<file path="src/rtl/core/stc_pkg.sv">
// Shared types, constants and helper functions for the servo test command generator.
// No dependencies; every other file in rtl/core imports this package.
package stc_pkg;

  localparam int unsigned TIME_W   = 32;
  localparam int unsigned STEP_W   = 8;
  localparam int unsigned LIM_W    = 10;
  localparam int unsigned PERIOD_W = 10;
  localparam int unsigned POT_W    = 8;
  localparam int unsigned CMD_W    = 11;
  localparam int unsigned WIDE_W   = CMD_W + 1;
  localparam int unsigned RATE_W   = 2;
  localparam int unsigned MODE_W   = 2;
  localparam int unsigned PERIODS  = 4;

  localparam int unsigned RATE_ENTRIES_DEF = 4;

  localparam int unsigned IN_TDATA_W  = 48;
  localparam int unsigned OUT_TDATA_W = 24;
  localparam int unsigned CFG_ADDR_W  = 5;
  localparam int unsigned CFG_DATA_W  = 32;
  localparam int unsigned REG_IDX_W   = 3;

  localparam logic [TIME_W-1:0] START_WINDOW_MS = TIME_W'(100);
  localparam int unsigned       POT_SCALE       = 200;
  localparam int unsigned       POT_OFFSET      = 100;

  localparam logic [MODE_W-1:0] MODE_POT    = 2'd0;
  localparam logic [MODE_W-1:0] MODE_FINE   = 2'd1;
  localparam logic [MODE_W-1:0] MODE_COARSE = 2'd2;

  localparam logic [REG_IDX_W-1:0] REG_FINE_STEP   = 3'd0;
  localparam logic [REG_IDX_W-1:0] REG_COARSE_STEP = 3'd1;
  localparam logic [REG_IDX_W-1:0] REG_MAX_COMMAND = 3'd2;
  localparam logic [REG_IDX_W-1:0] REG_PERIOD_0    = 3'd3;
  localparam logic [REG_IDX_W-1:0] REG_PERIOD_1    = 3'd4;
  localparam logic [REG_IDX_W-1:0] REG_PERIOD_2    = 3'd5;
  localparam logic [REG_IDX_W-1:0] REG_PERIOD_3    = 3'd6;

  localparam logic [STEP_W-1:0]   FINE_STEP_RST   = 8'd1;
  localparam logic [STEP_W-1:0]   COARSE_STEP_RST = 8'd10;
  localparam logic [LIM_W-1:0]    MAX_COMMAND_RST = 10'd100;
  localparam logic [PERIOD_W-1:0] PERIOD_0_RST    = 10'd20;
  localparam logic [PERIOD_W-1:0] PERIOD_1_RST    = 10'd10;
  localparam logic [PERIOD_W-1:0] PERIOD_2_RST    = 10'd5;
  localparam logic [PERIOD_W-1:0] PERIOD_3_RST    = 10'd3;

  typedef struct packed {
    logic [STEP_W-1:0]                 fine_step;
    logic [STEP_W-1:0]                 coarse_step;
    logic [LIM_W-1:0]                  max_command;
    logic [PERIODS-1:0][PERIOD_W-1:0]  period_ms;
  } cfg_t;

  typedef struct packed {
    logic [TIME_W-1:0] now_ms;
    logic              rate_button;
    logic              mode_button;
    logic [POT_W-1:0]  pot_level;
    logic              callbacks_none;
    logic              update_pending;
    logic              driver_ready;
  } in_item_t;

  typedef struct packed {
    logic signed [CMD_W-1:0] steer_command;
    logic                    command_issued;
    logic [RATE_W-1:0]       rate_index;
    logic [MODE_W-1:0]       motion_mode;
    logic                    no_callback_fault;
    logic                    lag_fault;
    logic                    led_red;
  } res_item_t;

  // Scales the pot byte onto -100..100; the divide by 255 is done with the
  // usual reciprocal trick, exact for every product below 255 * 256.
  function automatic logic signed [WIDE_W-1:0] pot_command(input logic [POT_W-1:0] level);
    logic [15:0] prod;
    logic [15:0] quot;
    prod = 16'(level) * 16'(POT_SCALE);
    quot = (prod + (prod >> 8) + 16'd1) >> 8;
    return $signed(WIDE_W'(quot)) - $signed(WIDE_W'(POT_OFFSET));
  endfunction

endpackage

</file>
<file path="src/rtl/core/stc_cfg.sv">
// Configuration register file with an APB-style access port.
// Depends on stc_pkg for register indexes, reset values and the cfg_t bundle.
module stc_cfg (
  input  logic                           clk,
  input  logic                           rst_n,
  input  logic                           psel,
  input  logic                           penable,
  input  logic                           pwrite,
  input  logic [stc_pkg::CFG_ADDR_W-1:0] paddr,
  input  logic [stc_pkg::CFG_DATA_W-1:0] pwdata,
  output logic [stc_pkg::CFG_DATA_W-1:0] prdata,
  output logic                           pready,
  output stc_pkg::cfg_t                  cfg
);
  import stc_pkg::*;

  logic [STEP_W-1:0]   fine_step_r;
  logic [STEP_W-1:0]   coarse_step_r;
  logic [LIM_W-1:0]    max_command_r;
  logic [PERIOD_W-1:0] period_0_r;
  logic [PERIOD_W-1:0] period_1_r;
  logic [PERIOD_W-1:0] period_2_r;
  logic [PERIOD_W-1:0] period_3_r;
  logic [REG_IDX_W-1:0] idx;
  logic                 wr_en;

  assign pready = 1'b1;
  assign idx    = paddr[CFG_ADDR_W-1:2];
  assign wr_en  = psel && penable && pwrite && pready;

  always_ff @(posedge clk) begin
    if (!rst_n) begin
      fine_step_r   <= FINE_STEP_RST;
      coarse_step_r <= COARSE_STEP_RST;
      max_command_r <= MAX_COMMAND_RST;
      period_0_r    <= PERIOD_0_RST;
      period_1_r    <= PERIOD_1_RST;
      period_2_r    <= PERIOD_2_RST;
      period_3_r    <= PERIOD_3_RST;
    end else if (wr_en) begin
      case (idx)
        REG_FINE_STEP:   fine_step_r   <= pwdata[STEP_W-1:0];
        REG_COARSE_STEP: coarse_step_r <= pwdata[STEP_W-1:0];
        REG_MAX_COMMAND: max_command_r <= pwdata[LIM_W-1:0];
        REG_PERIOD_0:    period_0_r    <= pwdata[PERIOD_W-1:0];
        REG_PERIOD_1:    period_1_r    <= pwdata[PERIOD_W-1:0];
        REG_PERIOD_2:    period_2_r    <= pwdata[PERIOD_W-1:0];
        REG_PERIOD_3:    period_3_r    <= pwdata[PERIOD_W-1:0];
        default: ;
      endcase
    end
  end

  always_comb begin
    case (idx)
      REG_FINE_STEP:   prdata = CFG_DATA_W'(fine_step_r);
      REG_COARSE_STEP: prdata = CFG_DATA_W'(coarse_step_r);
      REG_MAX_COMMAND: prdata = CFG_DATA_W'(max_command_r);
      REG_PERIOD_0:    prdata = CFG_DATA_W'(period_0_r);
      REG_PERIOD_1:    prdata = CFG_DATA_W'(period_1_r);
      REG_PERIOD_2:    prdata = CFG_DATA_W'(period_2_r);
      REG_PERIOD_3:    prdata = CFG_DATA_W'(period_3_r);
      default:         prdata = '0;
    endcase
  end

  assign cfg.fine_step    = fine_step_r;
  assign cfg.coarse_step  = coarse_step_r;
  assign cfg.max_command  = max_command_r;
  assign cfg.period_ms[0] = period_0_r;
  assign cfg.period_ms[1] = period_1_r;
  assign cfg.period_ms[2] = period_2_r;
  assign cfg.period_ms[3] = period_3_r;

endmodule

</file>
<file path="src/rtl/core/stc_core.sv">
// Per-tick state of the generator and the single-pass logic that updates it.
// Depends on stc_pkg for the item, result and configuration types.
module stc_core #(
  parameter int unsigned RATE_ENTRIES = stc_pkg::RATE_ENTRIES_DEF
) (
  input  logic               clk,
  input  logic               rst_n,
  input  logic               adv,
  input  stc_pkg::in_item_t  item,
  input  stc_pkg::cfg_t      cfg,
  output stc_pkg::res_item_t res
);
  import stc_pkg::*;

  localparam logic [RATE_W-1:0] RATE_LAST = RATE_W'(RATE_ENTRIES - 1);

  logic [RATE_W-1:0]       rate_sel_r,  rate_sel_nxt;
  logic [MODE_W-1:0]       mode_sel_r,  mode_sel_nxt;
  logic signed [CMD_W-1:0] command_r,   command_nxt;
  logic                    sweep_up_r,  sweep_up_nxt;
  logic [TIME_W-1:0]       next_due_r,  next_due_nxt;
  logic [TIME_W-1:0]       start_ms_r,  start_ms_nxt;
  logic                    started_r;
  logic                    cb_fault_r,  cb_fault_nxt;
  logic                    lag_fault_r, lag_fault_nxt;

  logic                     issue;
  logic [TIME_W-1:0]        elapsed;
  logic [TIME_W-1:0]        since_due;
  logic [STEP_W-1:0]        step;
  logic signed [WIDE_W-1:0] cmd_wide;
  logic signed [WIDE_W-1:0] step_wide;
  logic signed [WIDE_W-1:0] raw_cmd;
  logic signed [WIDE_W-1:0] lim_wide;
  logic signed [WIDE_W-1:0] clamped;

  always_comb begin
    start_ms_nxt  = started_r ? start_ms_r : item.now_ms;
    next_due_nxt  = started_r ? next_due_r : item.now_ms;
    rate_sel_nxt  = rate_sel_r;
    mode_sel_nxt  = mode_sel_r;
    command_nxt   = command_r;
    sweep_up_nxt  = sweep_up_r;
    cb_fault_nxt  = cb_fault_r;
    lag_fault_nxt = lag_fault_r;

    if (item.rate_button) begin
      rate_sel_nxt  = (rate_sel_r == RATE_LAST) ? '0 : rate_sel_r + RATE_W'(1);
      next_due_nxt  = item.now_ms;
      cb_fault_nxt  = 1'b0;
      lag_fault_nxt = 1'b0;
    end
    if (item.mode_button) begin
      mode_sel_nxt  = (mode_sel_r == MODE_COARSE) ? MODE_POT : mode_sel_r + MODE_W'(1);
      command_nxt   = '0;
      sweep_up_nxt  = 1'b1;
      next_due_nxt  = item.now_ms;
      cb_fault_nxt  = 1'b0;
      lag_fault_nxt = 1'b0;
    end

    elapsed = item.now_ms - start_ms_nxt;
    if (elapsed > START_WINDOW_MS && item.callbacks_none) begin
      cb_fault_nxt = 1'b1;
    end

    since_due = item.now_ms - next_due_nxt;
    issue     = !since_due[TIME_W-1];

    step      = (mode_sel_nxt == MODE_COARSE) ? cfg.coarse_step : cfg.fine_step;
    cmd_wide  = WIDE_W'(command_nxt);
    step_wide = $signed(WIDE_W'(step));
    if (mode_sel_nxt == MODE_FINE || mode_sel_nxt == MODE_COARSE) begin
      raw_cmd = sweep_up_nxt ? cmd_wide + step_wide : cmd_wide - step_wide;
    end else begin
      raw_cmd = pot_command(item.pot_level);
    end

    lim_wide = $signed(WIDE_W'(cfg.max_command));
    clamped  = raw_cmd;
    if (issue) begin
      lag_fault_nxt = item.update_pending;
      if (raw_cmd >= lim_wide) begin
        clamped      = lim_wide;
        sweep_up_nxt = 1'b0;
      end else if (raw_cmd <= -lim_wide) begin
        clamped      = -lim_wide;
        sweep_up_nxt = 1'b1;
      end
      command_nxt  = clamped[CMD_W-1:0];
      next_due_nxt = item.now_ms + TIME_W'(cfg.period_ms[rate_sel_nxt]);
    end
  end

  always_ff @(posedge clk) begin
    if (!rst_n) begin
      rate_sel_r  <= '0;
      mode_sel_r  <= MODE_POT;
      command_r   <= '0;
      sweep_up_r  <= 1'b1;
      next_due_r  <= '0;
      start_ms_r  <= '0;
      started_r   <= 1'b0;
      cb_fault_r  <= 1'b0;
      lag_fault_r <= 1'b0;
    end else if (adv) begin
      rate_sel_r  <= rate_sel_nxt;
      mode_sel_r  <= mode_sel_nxt;
      command_r   <= command_nxt;
      sweep_up_r  <= sweep_up_nxt;
      next_due_r  <= next_due_nxt;
      start_ms_r  <= start_ms_nxt;
      started_r   <= 1'b1;
      cb_fault_r  <= cb_fault_nxt;
      lag_fault_r <= lag_fault_nxt;
    end
  end

  assign res.steer_command     = command_nxt;
  assign res.command_issued    = issue;
  assign res.rate_index        = rate_sel_nxt;
  assign res.motion_mode       = mode_sel_nxt;
  assign res.no_callback_fault = cb_fault_nxt;
  assign res.lag_fault         = lag_fault_nxt;
  assign res.led_red           = cb_fault_nxt || !item.driver_ready || lag_fault_nxt;

endmodule

</file>
<file path="src/rtl/core/servo_test_command_generator.sv">
// Top level of the servo test command generator: input register, result register.
// Depends on stc_pkg, stc_cfg and stc_core.
//
//   Port group   Direction  Handshake              Payload
//   in_*         slave      in_tvalid / in_tready  one update tick (48-bit tdata)
//   out_*        master     out_tvalid / out_tready one result per tick (24-bit tdata)
//   cfg_*        slave      APB write/read         seven configuration registers
//
// An accepted item passes through the input register and then through the update logic
// into the result register. One item is accepted every cycle while the output is not stalled.
// Reset is synchronous and active low; it empties both registers and restores all state.
// A stalled result holds in the result register while one more item waits at the input.
module servo_test_command_generator #(
  parameter int unsigned RATE_ENTRIES = stc_pkg::RATE_ENTRIES_DEF
) (
  input  logic                            clk,
  input  logic                            rst_n,
  input  logic                            in_tvalid,
  output logic                            in_tready,
  // now_ms[31:0], rate_button[32], mode_button[33], pot_level[41:34],
  // callbacks_none[42], update_pending[43], driver_ready[44], zero[47:45]
  input  logic [stc_pkg::IN_TDATA_W-1:0]  in_tdata,
  output logic                            out_tvalid,
  input  logic                            out_tready,
  // steer_command[10:0], command_issued[11], rate_index[13:12], motion_mode[15:14],
  // no_callback_fault[16], lag_fault[17], led_red[18], zero[23:19]
  output logic [stc_pkg::OUT_TDATA_W-1:0] out_tdata,
  input  logic                            cfg_psel,
  input  logic                            cfg_penable,
  input  logic                            cfg_pwrite,
  input  logic [stc_pkg::CFG_ADDR_W-1:0]  cfg_paddr,
  input  logic [stc_pkg::CFG_DATA_W-1:0]  cfg_pwdata,
  output logic [stc_pkg::CFG_DATA_W-1:0]  cfg_prdata,
  output logic                            cfg_pready
);
  import stc_pkg::*;

  cfg_t      cfg;
  in_item_t  in_item;
  in_item_t  item_r;
  logic      in_valid_r;
  res_item_t core_res;
  res_item_t res_r;
  logic      out_valid_r;
  logic      adv;

  assign in_item.now_ms         = in_tdata[31:0];
  assign in_item.rate_button    = in_tdata[32];
  assign in_item.mode_button    = in_tdata[33];
  assign in_item.pot_level      = in_tdata[41:34];
  assign in_item.callbacks_none = in_tdata[42];
  assign in_item.update_pending = in_tdata[43];
  assign in_item.driver_ready   = in_tdata[44];

  assign adv       = in_valid_r && (!out_valid_r || out_tready);
  assign in_tready = !in_valid_r || adv;

  always_ff @(posedge clk) begin
    if (!rst_n) begin
      in_valid_r <= 1'b0;
    end else if (in_tvalid && in_tready) begin
      in_valid_r <= 1'b1;
    end else if (adv) begin
      in_valid_r <= 1'b0;
    end
  end

  always_ff @(posedge clk) begin
    if (in_tvalid && in_tready) begin
      item_r <= in_item;
    end
  end

  stc_cfg u_cfg (
    .clk     (clk),
    .rst_n   (rst_n),
    .psel    (cfg_psel),
    .penable (cfg_penable),
    .pwrite  (cfg_pwrite),
    .paddr   (cfg_paddr),
    .pwdata  (cfg_pwdata),
    .prdata  (cfg_prdata),
    .pready  (cfg_pready),
    .cfg     (cfg)
  );

  stc_core #(
    .RATE_ENTRIES (RATE_ENTRIES)
  ) u_core (
    .clk   (clk),
    .rst_n (rst_n),
    .adv   (adv),
    .item  (item_r),
    .cfg   (cfg),
    .res   (core_res)
  );

  always_ff @(posedge clk) begin
    if (!rst_n) begin
      out_valid_r <= 1'b0;
    end else if (adv) begin
      out_valid_r <= 1'b1;
    end else if (out_tready) begin
      out_valid_r <= 1'b0;
    end
  end

  always_ff @(posedge clk) begin
    if (adv) begin
      res_r <= core_res;
    end
  end

  assign out_tvalid = out_valid_r;
  assign out_tdata  = {5'b0, res_r.led_red, res_r.lag_fault, res_r.no_callback_fault,
                       res_r.motion_mode, res_r.rate_index, res_r.command_issued,
                       res_r.steer_command};

`ifndef SYNTHESIS
  a_ready_when_empty: assert property (@(posedge clk) disable iff (!rst_n)
    !in_valid_r |-> in_tready)
    else $error("input register empty but item refused");

  a_button_issues: assert property (@(posedge clk) disable iff (!rst_n)
    adv && (item_r.rate_button || item_r.mode_button) |-> core_res.command_issued)
    else $error("button press did not issue a command");

  a_clamp_upper: assert property (@(posedge clk) disable iff (!rst_n)
    adv && core_res.command_issued |->
      $signed({core_res.steer_command[CMD_W-1], core_res.steer_command})
        <= $signed({2'b00, cfg.max_command}))
    else $error("issued command above the clamp limit");

  a_clamp_lower: assert property (@(posedge clk) disable iff (!rst_n)
    adv && core_res.command_issued |->
      $signed({core_res.steer_command[CMD_W-1], core_res.steer_command})
        >= -$signed({2'b00, cfg.max_command}))
    else $error("issued command below the clamp limit");

  a_result_loaded: assert property (@(posedge clk) disable iff (!rst_n)
    adv |=> out_tvalid && res_r == $past(core_res))
    else $error("result register not loaded after an item advanced");
`endif

endmodule

</file>
<file path="config.mk">
export PLATFORM = sky130hd
export DESIGN_NAME = servo_test_command_generator
export DESIGN_NICKNAME = d
export VERILOG_FILES = /design/src/rtl/core/stc_pkg.sv /design/src/rtl/core/stc_cfg.sv /design/src/rtl/core/stc_core.sv /design/src/rtl/core/servo_test_command_generator.sv
export SDC_FILE = /design/constraint.sdc
export NUM_CORES = 1
export LEC_CHECK = 0
export ABC_AREA = 1
export BUFFER_PORTS_ARGS = -buffer_cell sky130_fd_sc_hd__buf_2
export CAP_MARGIN = 10
export CELL_PAD_IN_SITES_DETAIL_PLACEMENT = 1
export CELL_PAD_IN_SITES_GLOBAL_PLACEMENT = 1
export CORE_ASPECT_RATIO = 0.75
export CORE_MARGIN = 2
export CORE_UTILIZATION = 40
export DETAILED_ROUTE_END_ITERATION = 10
export PLACE_DENSITY = 0.8
export SYNTH_ARGS = -nofsm -noshare
export SYNTH_HDL_FRONTEND = slang
export SYNTH_SLANG_ARGS = --single-unit
</file>
<file path="constraint.sdc">
create_clock -name clk -period 13.8 [get_ports clk]
set_input_delay 2.76 -clock clk [delete_from_list [all_inputs] [get_ports clk]]
set_output_delay 2.76 -clock clk [all_outputs]
set_load 0.02 [all_outputs]
</file>
==> reports/metrics.yaml, run 1 <==
drt-met1-wl_microns: 23800
hold_path_startpoint: "u_core.next_due_r[7]"
cts_tree: "done"
ctsLongestPathBuffers: 3
synthMuxAreaShare: 0.000654
postRouteWirelength_microns: 48700
first_pass_iters: 5
whs_endpoint: "u_core.next_due_r[7]"
worst_setup_path_end_kind: "flip-flop"
rr_startpoint: "item_r[6]"
dp.cells: 2652
critPathSlowestCell: "fa_1"
cts-htree-levels: 1
finalHoldViolCount: 0
postCtsSetupBuffers: 0
drc: 0
max_freq_ghz: 0.138
die_area_sq_um: 39900
ys_seq_area_frac: 0.323
top_layer_used: "met4"
synth-async-reset-ratio: 0
ys_types: 59
post-route-period-util: 0.524
syn_area_per_cell_sq_um: 7.25
ctsResizeCount: 0
grt_pass1_wl_microns: 78500
clk_pin_slew_ns: 0.06
internal-power_uw: 1360
overflow: 0
layout.cells.non_filler: 2700
powerDensity_nw_per_um2: 130
die_x_microns: 230
antenna_cells: 0
p_comb_frac: 0.349
synthToLayoutAreaGrowth_pct: 11.0
rsz0062_at_grt: "no"
root_buffer: "clkbuf_16"
p_leak_uw: 0.00783
hold_slack_ns: 0.461
synth_xor_area_frac: 0.0436
slew_headroom: 0.249
synth-seq-cells: 215
ioPinCount: 151
clock_latency_ns: 0.58
crit_path_start_kind: "flip-flop"
worstPathArrival_ns: 7.74
maxCapViolations: 0
setup_tns_ns: 0
antenna_left: 0
yosys_warnings: 0
seq_area_sq_um: 4950
post-route-min-period_ns: 7.24
place_congestion: 0.889
power.switching_uw: 841
final-setup-viol-count: 0
rows: 62
max-vdd-ir-drop_uv: 85.9
critPathKind: "reg -> reg"
fin_nets: 2405
wl_met3_microns: 2150
dp_hpwl_microns: 36400
coreArea_sq_um: 38000
final_max_slew_viol_count: 0
clock_sinks: 215
hold_path.class: "reg -> reg"
syn_area_sq_um: 15300
synth_edf_count: 64
n_fill_cell: 4843
tightest_slew_ns: 1.12
multi_input_area_sq_um: 9050
reg2reg_to: "u_core.command_r[3]"
synth_compound_area_frac: 0.195
seqPwrFrac: 0.327
via_count: 14697
drive_gt1_frac: 0.0932
status: "complete, no violations"
syn_inst: 2110
synth_top_family_by_area: "simple AND/OR/NAND/NOR gates"
synth-simple-area-share: 0.224
drtIter0Drc: 820
portBuffers: 95
worst_ep_required_time_ns: 14.30
dr_wl_met2_microns: 21200
p_sw_frac: 0.381
start_util: 0.403
min_path_cells: 2
crit_path_max_fanout: 10
antenna_found_initial: 0
synthAdderAreaFrac: 0.121
reg2reg_slack_ns: 6.56
grt_max_degree: 76
wl_per_cell_microns: 18.0
fin_skew_ns: 0.0292
power_frac_clock: 0.324
first_global_vias: 14982
track_usage: 0.241
die_h_microns: 173
ff2ff_path_depth: 34
crit_path_max_incr_delay_ns: 0.52
hold_buffers: 0
total_power_uw: 2210
via_per_inst: 5.44
cts_buffers: 26
synth_flop_cell: "dfxtp_1"
cells by family (layout without fill, tap and decap cells):
family / count (synthesis) / after routing
XOR/XNOR: 74 / 74
AND/OR/NAND/NOR: 812 / 812
adder cells (fa/ha/maj): 145 / 145
AO/OA/AOI/OAI: 518 / 518
flip-flops: 215 / 215
other: 2 / 28
multiplexers: 1 / 1
buffers and inverters: 343 / 395
placed cells by master, fill, tap and decap left out, types with 24 or more instances in the layout:
| master | instances |
|---|---|
| a211oi_1 | 34 |
| a21oi_1 | 190 |
| buf_2 | 95 |
| clkbuf_16 | 26 |
| conb_1 | 28 |
| dfxtp_1 | 150 |
| edfxtp_1 | 64 |
| ha_1 | 139 |
| inv_1 | 227 |
| nand2_1 | 392 |
| nand3_1 | 80 |
| nor2_1 | 241 |
| nor3_1 | 24 |
| o211ai_1 | 30 |
| o21ai_0 | 164 |
| xor2_1 | 59 |
critical path: cells and delay by family, from the launching register on:
| kind | cells | cell delay, ns |
|---|---|---|
| flip-flops | 1 | 0.43 |
| XOR/XNOR | 3 | 0.74 |
| AO/OA/AOI/OAI | 11 | 1.98 |
| adder cells (fa/ha/maj) | 6 | 2.15 |
| AND/OR/NAND/NOR | 9 | 1.48 |
| buffers and inverters | 5 | 0.36 |
cells in the mapped netlist, types with 8 or more instances:
cell type | n | share of area
o21ai_0 | 164 | 0.054
a21oi_1 | 190 | 0.062
ha_1 | 139 | 0.11
a221oi_1 | 9 | 0.0052
nand2_1 | 394 | 0.097
nand3_1 | 80 | 0.026
a21o_1 | 10 | 0.0049
nand2_2 | 13 | 0.0053
xor2_1 | 59 | 0.034
o32ai_1 | 10 | 0.0057
inv_2 | 8 | 0.0020
o21ai_1 | 17 | 0.0056
nor3_1 | 24 | 0.0078
edfxtp_1 | 64 | 0.13
xnor2_1 | 14 | 0.0080
nand4_1 | 22 | 0.0090
a211oi_1 | 34 | 0.017
or2_2 | 9 | 0.0037
clkbuf_1 | 66 | 0.016
nor2_1 | 241 | 0.059
o211ai_1 | 30 | 0.015
a31oi_1 | 9 | 0.0037
inv_1 | 228 | 0.056
buf_4 | 30 | 0.015
dfxtp_1 | 151 | 0.20
o21bai_1 | 10 | 0.0049
layout make-up:
cell class	count	area share
Multi-Input combinational cell	1578	0.533
Sequential cell	215	0.291
Inverter	241	0.0534
Clock buffer	32	0.0408
Tap cell	512	0.0377
Timing Repair Buffer	106	0.0328
Clock inverter	16	0.0110
power groups by stage:
stage,Combinational (uW),Sequential (uW),Clock [uW]
after global routing,865,725,753
final,770,721,715
after CTS,765,721,729
after floorplan,553,732,0
after detailed placement,757,734,0
after global placement,722,732,0
flip-flops by register name, summed over array words and instances, names as in the netlist, 10 cells and up:
signal	cells
item_r	45
out_tdata	19
u_cfg.max_command_r	10
u_cfg.period_0_r	10
u_cfg.period_1_r	10
u_cfg.period_2_r	10
u_cfg.period_3_r	10
u_core.command_r	11
u_core.next_due_r	32
u_core.start_ms_r	32
stage by stage:
step                setup slack (ns)   util  instance area, sq um
finish                          6.56  0.447                 17000
global placement                6.71  0.424                 16100
global route                    5.83  0.447                 17000
CTS                             6.61  0.447                 17000
floorplan                       7.11      -                 15400
detailed placement              6.62  0.424                 16100
worst max-delay path by stage:
stage                       from  slack, ns  cells after the start                  end
floorplan           cfg_paddr[4]       7.11                      6        cfg_prdata[5]
global placement    cfg_paddr[3]       6.71                      7        cfg_prdata[8]
detailed placement  cfg_paddr[3]       6.62                      7        cfg_prdata[8]
CTS                 cfg_paddr[3]       6.61                      7        cfg_prdata[8]
global route          item_r[11]       5.83                     42  u_core.command_r[3]
finish                 item_r[6]       6.56                     34  u_core.command_r[3]
layer usage:
layer / vias to the layer above / track usage
met5: - / 0
met2: 298 / 0.384
met4: 0 / 0.0718
li1: 7194 / -
met1: 7122 / 0.341
met3: 83 / 0.0316
Power figures use the tool's default switching activity.
==> run 2, diff against run 1 <==
Clock period 13.8 ns to 6.8 ns, I/O delays scaled along.
==> reports/metrics.yaml, run 2 (same netlist as run 1, synthesis figures left out) <==
clock_sinks: 215  # unchanged
via_count: 14792  # +0.65%
cts-htree-levels: 1  # unchanged
final-setup-viol-count: 0  # unchanged
min_path_cells: 2  # unchanged
finalHoldViolCount: 0  # unchanged
first_pass_iters: 5  # unchanged
antenna_cells: 0  # unchanged
ctsLongestPathBuffers: 3  # unchanged
dp.cells: 2669  # +0.64%
fin_skew_ns: 0.0138  # -0.0154 ns
crit_path_start_kind: "flip-flop"
worstPathArrival_ns: 6.86  # -0.88 ns
post-route-min-period_ns: 6.37  # -0.871 ns
status: "complete, no violations"
worst_setup_path_end_kind: "flip-flop"
setup_tns_ns: 0  # unchanged
max_freq_ghz: 0.157  # +14%
crit_path_max_incr_delay_ns: 0.51  # about the same
cts_tree: "done"
first_global_vias: 15087  # +0.70%
worstSetupStartpoint: "item_r[6]"
ioPinCount: 151  # unchanged
fin_nets: 2424  # +0.79%
worst-path-stages: 36  # +5.9%
synthToLayoutAreaGrowth_pct: 13.1
coreArea_sq_um: 38000  # unchanged
top_register: "item_r"
start_util: 0.403  # unchanged
crit_path_max_fanout: 10  # unchanged
hold_path.class: "reg -> reg"
grt_max_degree: 78  # +2.6%
hold_buffers: 0  # unchanged
dp_hpwl_microns: 37300  # +2.5%
final_max_slew_viol_count: 0  # unchanged
powerDensity_nw_per_um2: 266  # +100%
hold_slack_ns: 0.461  # -0.000201 ns
track_usage: 0.245  # +0.00349
worst_ep_required_time_ns: 7.30  # -7.00 ns
crit_family: "adder cells"
portBuffers: 95  # unchanged
max-vdd-ir-drop_uv: 179  # +110%
critPathSlowestCell: "fa_1"
drc: 0  # unchanged
layout_commonest_cell: "nand2_1"
utilization: 0.456  # +0.00862
clk_pin_slew_ns: 0.06  # about the same
hold_path_startpoint: "u_core.next_due_r[6]"
drive_gt1_frac: 0.110  # +0.0164
slew_headroom: 0.377  # +0.128
maxCapViolations: 0  # unchanged
antenna_found_initial: 0  # unchanged
top_regs: "item_r (45), u_core.next_due_r (32), u_core.start_ms_r (32)"
layout.cells.non_filler: 2719  # +0.70%
grt_pass1_wl_microns: 79800  # +1.6%
die_x_microns: 230  # unchanged
postRouteWirelength_microns: 49600  # +1.9%
drtIter0Drc: 893  # +8.9%
post-route-period-util: 0.936  # +0.412
die_h_microns: 173  # unchanged
via_per_inst: 5.44  # about the same
rr_startpoint: "item_r[6]"
critPathBufInv: 7  # +2
cts_buffers: 26  # unchanged
wl_per_cell_microns: 18.2  # +1.2%
p_leak_uw: 0.00796  # +1.8%
place_congestion: 0.920  # +3.5%
critPathKind: "reg -> reg"
antenna_left: 0  # unchanged
rows: 62  # unchanged
root_buffer: "clkbuf_16"
overflow: 0  # unchanged
ff2ff_path_depth: 36  # +5.9%
die_area_sq_um: 39900  # unchanged
final_cell_mix: "nand2_1, nor2_1, inv_1"
tightest_slew_ns: 0.930  # -0.193 ns
clock_latency_ns: 0.57  # about the same
total_power_uw: 4610  # +110%
largest_reg_flops: 45  # unchanged
## run 2: layer usage
metal	GRT usage	wire, microns
met1	0.341	23900
met2	0.396	22100
met3	0.0408	2520
met4	0.0562	1050
met5	0	0
## run 2: area by class of cell
cell class | instances | area [sq um]
clock buffers | 31 | 711
clock inverters | 17 | 199
fillers | 4865 | 20700
inverters | 241 | 907
multi-input cells | 1578 | 9190
flip-flops and latches | 215 | 4950
well taps | 512 | 641
repair buffers | 125 | 721
## run 2: final timing paths
check / to / slack [ns]
hold / removal: u_core.next_due_r[6] / 0.46
hold reg to reg: u_core.next_due_r[6] / 0.46
setup / recovery: u_core.command_r[4] / 0.43
setup reg to reg: u_core.command_r[4] / 0.43
## run 2: power breakdown
group	internal, uW	total [uW]	switching, uW	leakage, uW
Combinational	579	1640	1060	0.00566
Sequential	1410	1470	57.8	0.00185
Clock	897	1500	607	0.000450
## run 2: timing repair
item                       in CTS  in global routing
buffers inserted                0                  2
resized for setup               0                 34
setup endpoints to repair       0                 23
## run 2: tightest hold or removal path, stage by stage (launching register included)
cell	delay, ns
dfxtp_1	0.30
nand2_1	0.06
a21oi_1	0.05
## run 2: through the flow
step	area, sq um	setup slack [ns]
2_1_floorplan	15400	1.04
3_3_place_gp	16300	0.221
3_5_place_dp	16300	0.0408
4_1_cts	17200	0.0102
5_1_grt	17300	-0.00555
6_report	17300	0.433
==> run 3, diff against run 2 <==
Settings changed: CELL_PAD_IN_SITES_DETAIL_PLACEMENT 1 to not set, CELL_PAD_IN_SITES_GLOBAL_PLACEMENT 1 to not set, PLACE_DENSITY 0.8 to 0.63.
==> reports/metrics.yaml, run 3 (same netlist as run 1, synthesis figures left out) <==
place_congestion: 0.866  # -5.9%
fin_skew_ns: 0.0288  # +0.0150 ns
crit_path_frequent_cell: "nand2_1"
coreArea_sq_um: 38000  # unchanged
final_cell_mix: "nand2_1, nor2_1, inv_1"
die_area_sq_um: 39900  # unchanged
clock_sinks: 215  # unchanged
fin_nets: 2424  # unchanged
overflow: 0  # unchanged
antenna_found_initial: 0  # unchanged
grt_max_degree: 80  # +2.6%
clk_pin_slew_ns: 0.07  # about the same
drc: 0  # unchanged
hold_buffers: 0  # unchanged
worst_setup_path_end_kind: "flip-flop"
die_h_microns: 173  # unchanged
critPathBufInv: 7  # unchanged
rows: 62  # unchanged
grt_pass1_wl_microns: 68000  # -15%
critPathSlowestCell: "fa_1"
max-vdd-ir-drop_uv: 183  # +2.3%
worst_ep_required_time_ns: 7.25  # -0.05 ns
slew_headroom: 0.401  # +0.0245
via_per_inst: 5.24  # -3.7%
clock_latency_ns: 0.57  # about the same
antenna_left: 0  # unchanged
wl_per_cell_microns: 15.6  # -15%
postRouteWirelength_microns: 42300  # -15%
crit_path_max_fanout: 8  # -2
track_usage: 0.208  # -0.0368
die_x_microns: 230  # unchanged
cts-htree-levels: 1  # unchanged
ctsLongestPathBuffers: 3  # unchanged
via_count: 14238  # -3.7%
drive_gt1_frac: 0.107  # -0.00312
layout_commonest_cell: "nand2_1"
finalHoldViolCount: 0  # unchanged
worstSetupStartpoint: "item_r[6]"
drtIter0Drc: 1219  # +37%
post-route-period-util: 0.950  # +0.0139
portBuffers: 95  # unchanged
setup_tns_ns: 0  # unchanged
largest_reg_flops: 45  # unchanged
dp_hpwl_microns: 31300  # -16%
top_regs: "item_r (45), u_core.next_due_r (32), u_core.start_ms_r (32)"
n_fill_cell: 3840  # -21%
dp.cells: 2668  # -0.037%
first_pass_iters: 5  # unchanged
max_freq_ghz: 0.155  # -1.5%
powerDensity_nw_per_um2: 258  # -2.9%
top_register: "item_r"
crit_path_max_incr_delay_ns: 0.49  # -0.02 ns
first_global_vias: 13032  # -14%
ioPinCount: 151  # unchanged
p_leak_uw: 0.00792  # -0.59%
layout.cells.non_filler: 2718  # -0.037%
post-route-min-period_ns: 6.46  # +0.0945 ns
root_buffer: "clkbuf_16"
utilization: 0.452  # -0.00365
final-setup-viol-count: 0  # unchanged
crit_path_start_kind: "flip-flop"
hold_path.class: "reg -> reg"
final_max_slew_viol_count: 0  # unchanged
hold_path_startpoint: "u_core.next_due_r[12]"
antenna_cells: 0  # unchanged
status: "complete, no violations"
hold_slack_ns: 0.462  # +0.00117 ns
tightest_slew_ns: 0.895  # -0.0350 ns
start_util: 0.403  # unchanged
cts_tree: "done"
rr_startpoint: "item_r[6]"
worstPathArrival_ns: 6.91  # +0.05 ns
critPathKind: "reg -> reg"
crit_family: "adder cells"
synthToLayoutAreaGrowth_pct: 12.2
maxCapViolations: 0  # unchanged
cts_buffers: 25  # -3.8%
-- run 3: changes by cell type in the layout (fill, tap and decap cells not counted), sizes merged --
cell,previous run,this run
buf,125,126
inv,237,241
clkinv,16,11
bufinv,4,2
clkbuf,31,32
-- run 3: area by class of cell --
cell class              count  area [sq um]  area share
clock buffers              32           713      0.0415
flip-flops and latches    215          4950       0.288
multi-input cells        1578          9110       0.530
clock inverters            14           151     0.00881
inverters                 241           907      0.0528
repair buffers            126           708      0.0412
well taps                 512           641      0.0373
-- run 3: where the power goes --
part	switching, uW	leakage (uW)	internal, uW	total, uW
logic	988	0.00563	557	1550
registers	56.8	0.00185	1410	1470
clock network	596	0.000431	827	1420
-- run 3: what timing repair did --
item / CTS / global route
gates resized for setup: 0 / 16
endpoints found under the setup margin: 0 / 23
endpoints found under the hold margin: 0 / 0
buffers inserted: 0 / 4
-- run 3: through the flow --
step | power (uW) | cell area [sq um] | worst slack [ns]
finish | 4430 | 17200 | 0.339
global route | 4730 | 17200 | -0.0443
CTS | 4430 | 17100 | 0.0619
detailed placement | 2990 | 16200 | 0.108
global placement | 2960 | 16200 | 0.125
floorplan | 2610 | 15400 | 1.04
-- run 3: final timing paths --
path / slack [ns] / depth (start not counted) / to
worst max-delay path: 0.34 / 38 / u_core.command_r[6]
worst max register to register: 0.34 / 38 / u_core.command_r[6]
worst min-delay path: 0.46 / 2 / u_core.next_due_r[12]
worst min register to register: 0.46 / 2 / u_core.next_due_r[12]
-- run 3: layer usage --
layer | wire length (microns) | vias to the layer above | track usage
li1 | - | 7231 | -
met1 | 21800 | 6513 | 0.321
met2 | 16700 | 436 | 0.297
met3 | 2740 | 58 | 0.0314
met4 | 1060 | 0 | 0.0559
met5 | 0 | - | 0
-- run 3: worst register-to-register path: cells and delay by family, from the launching register on --
kind / cells / cell delay, ns
and+or+nand+nor: 16 / 1.66
adders and majority gates: 6 / 2.19
buffers and inverters: 7 / 0.64
xor gates and xnor gates: 2 / 0.42
AOI/OAI and AO/OA: 7 / 1.03
DFF: 1 / 0.44
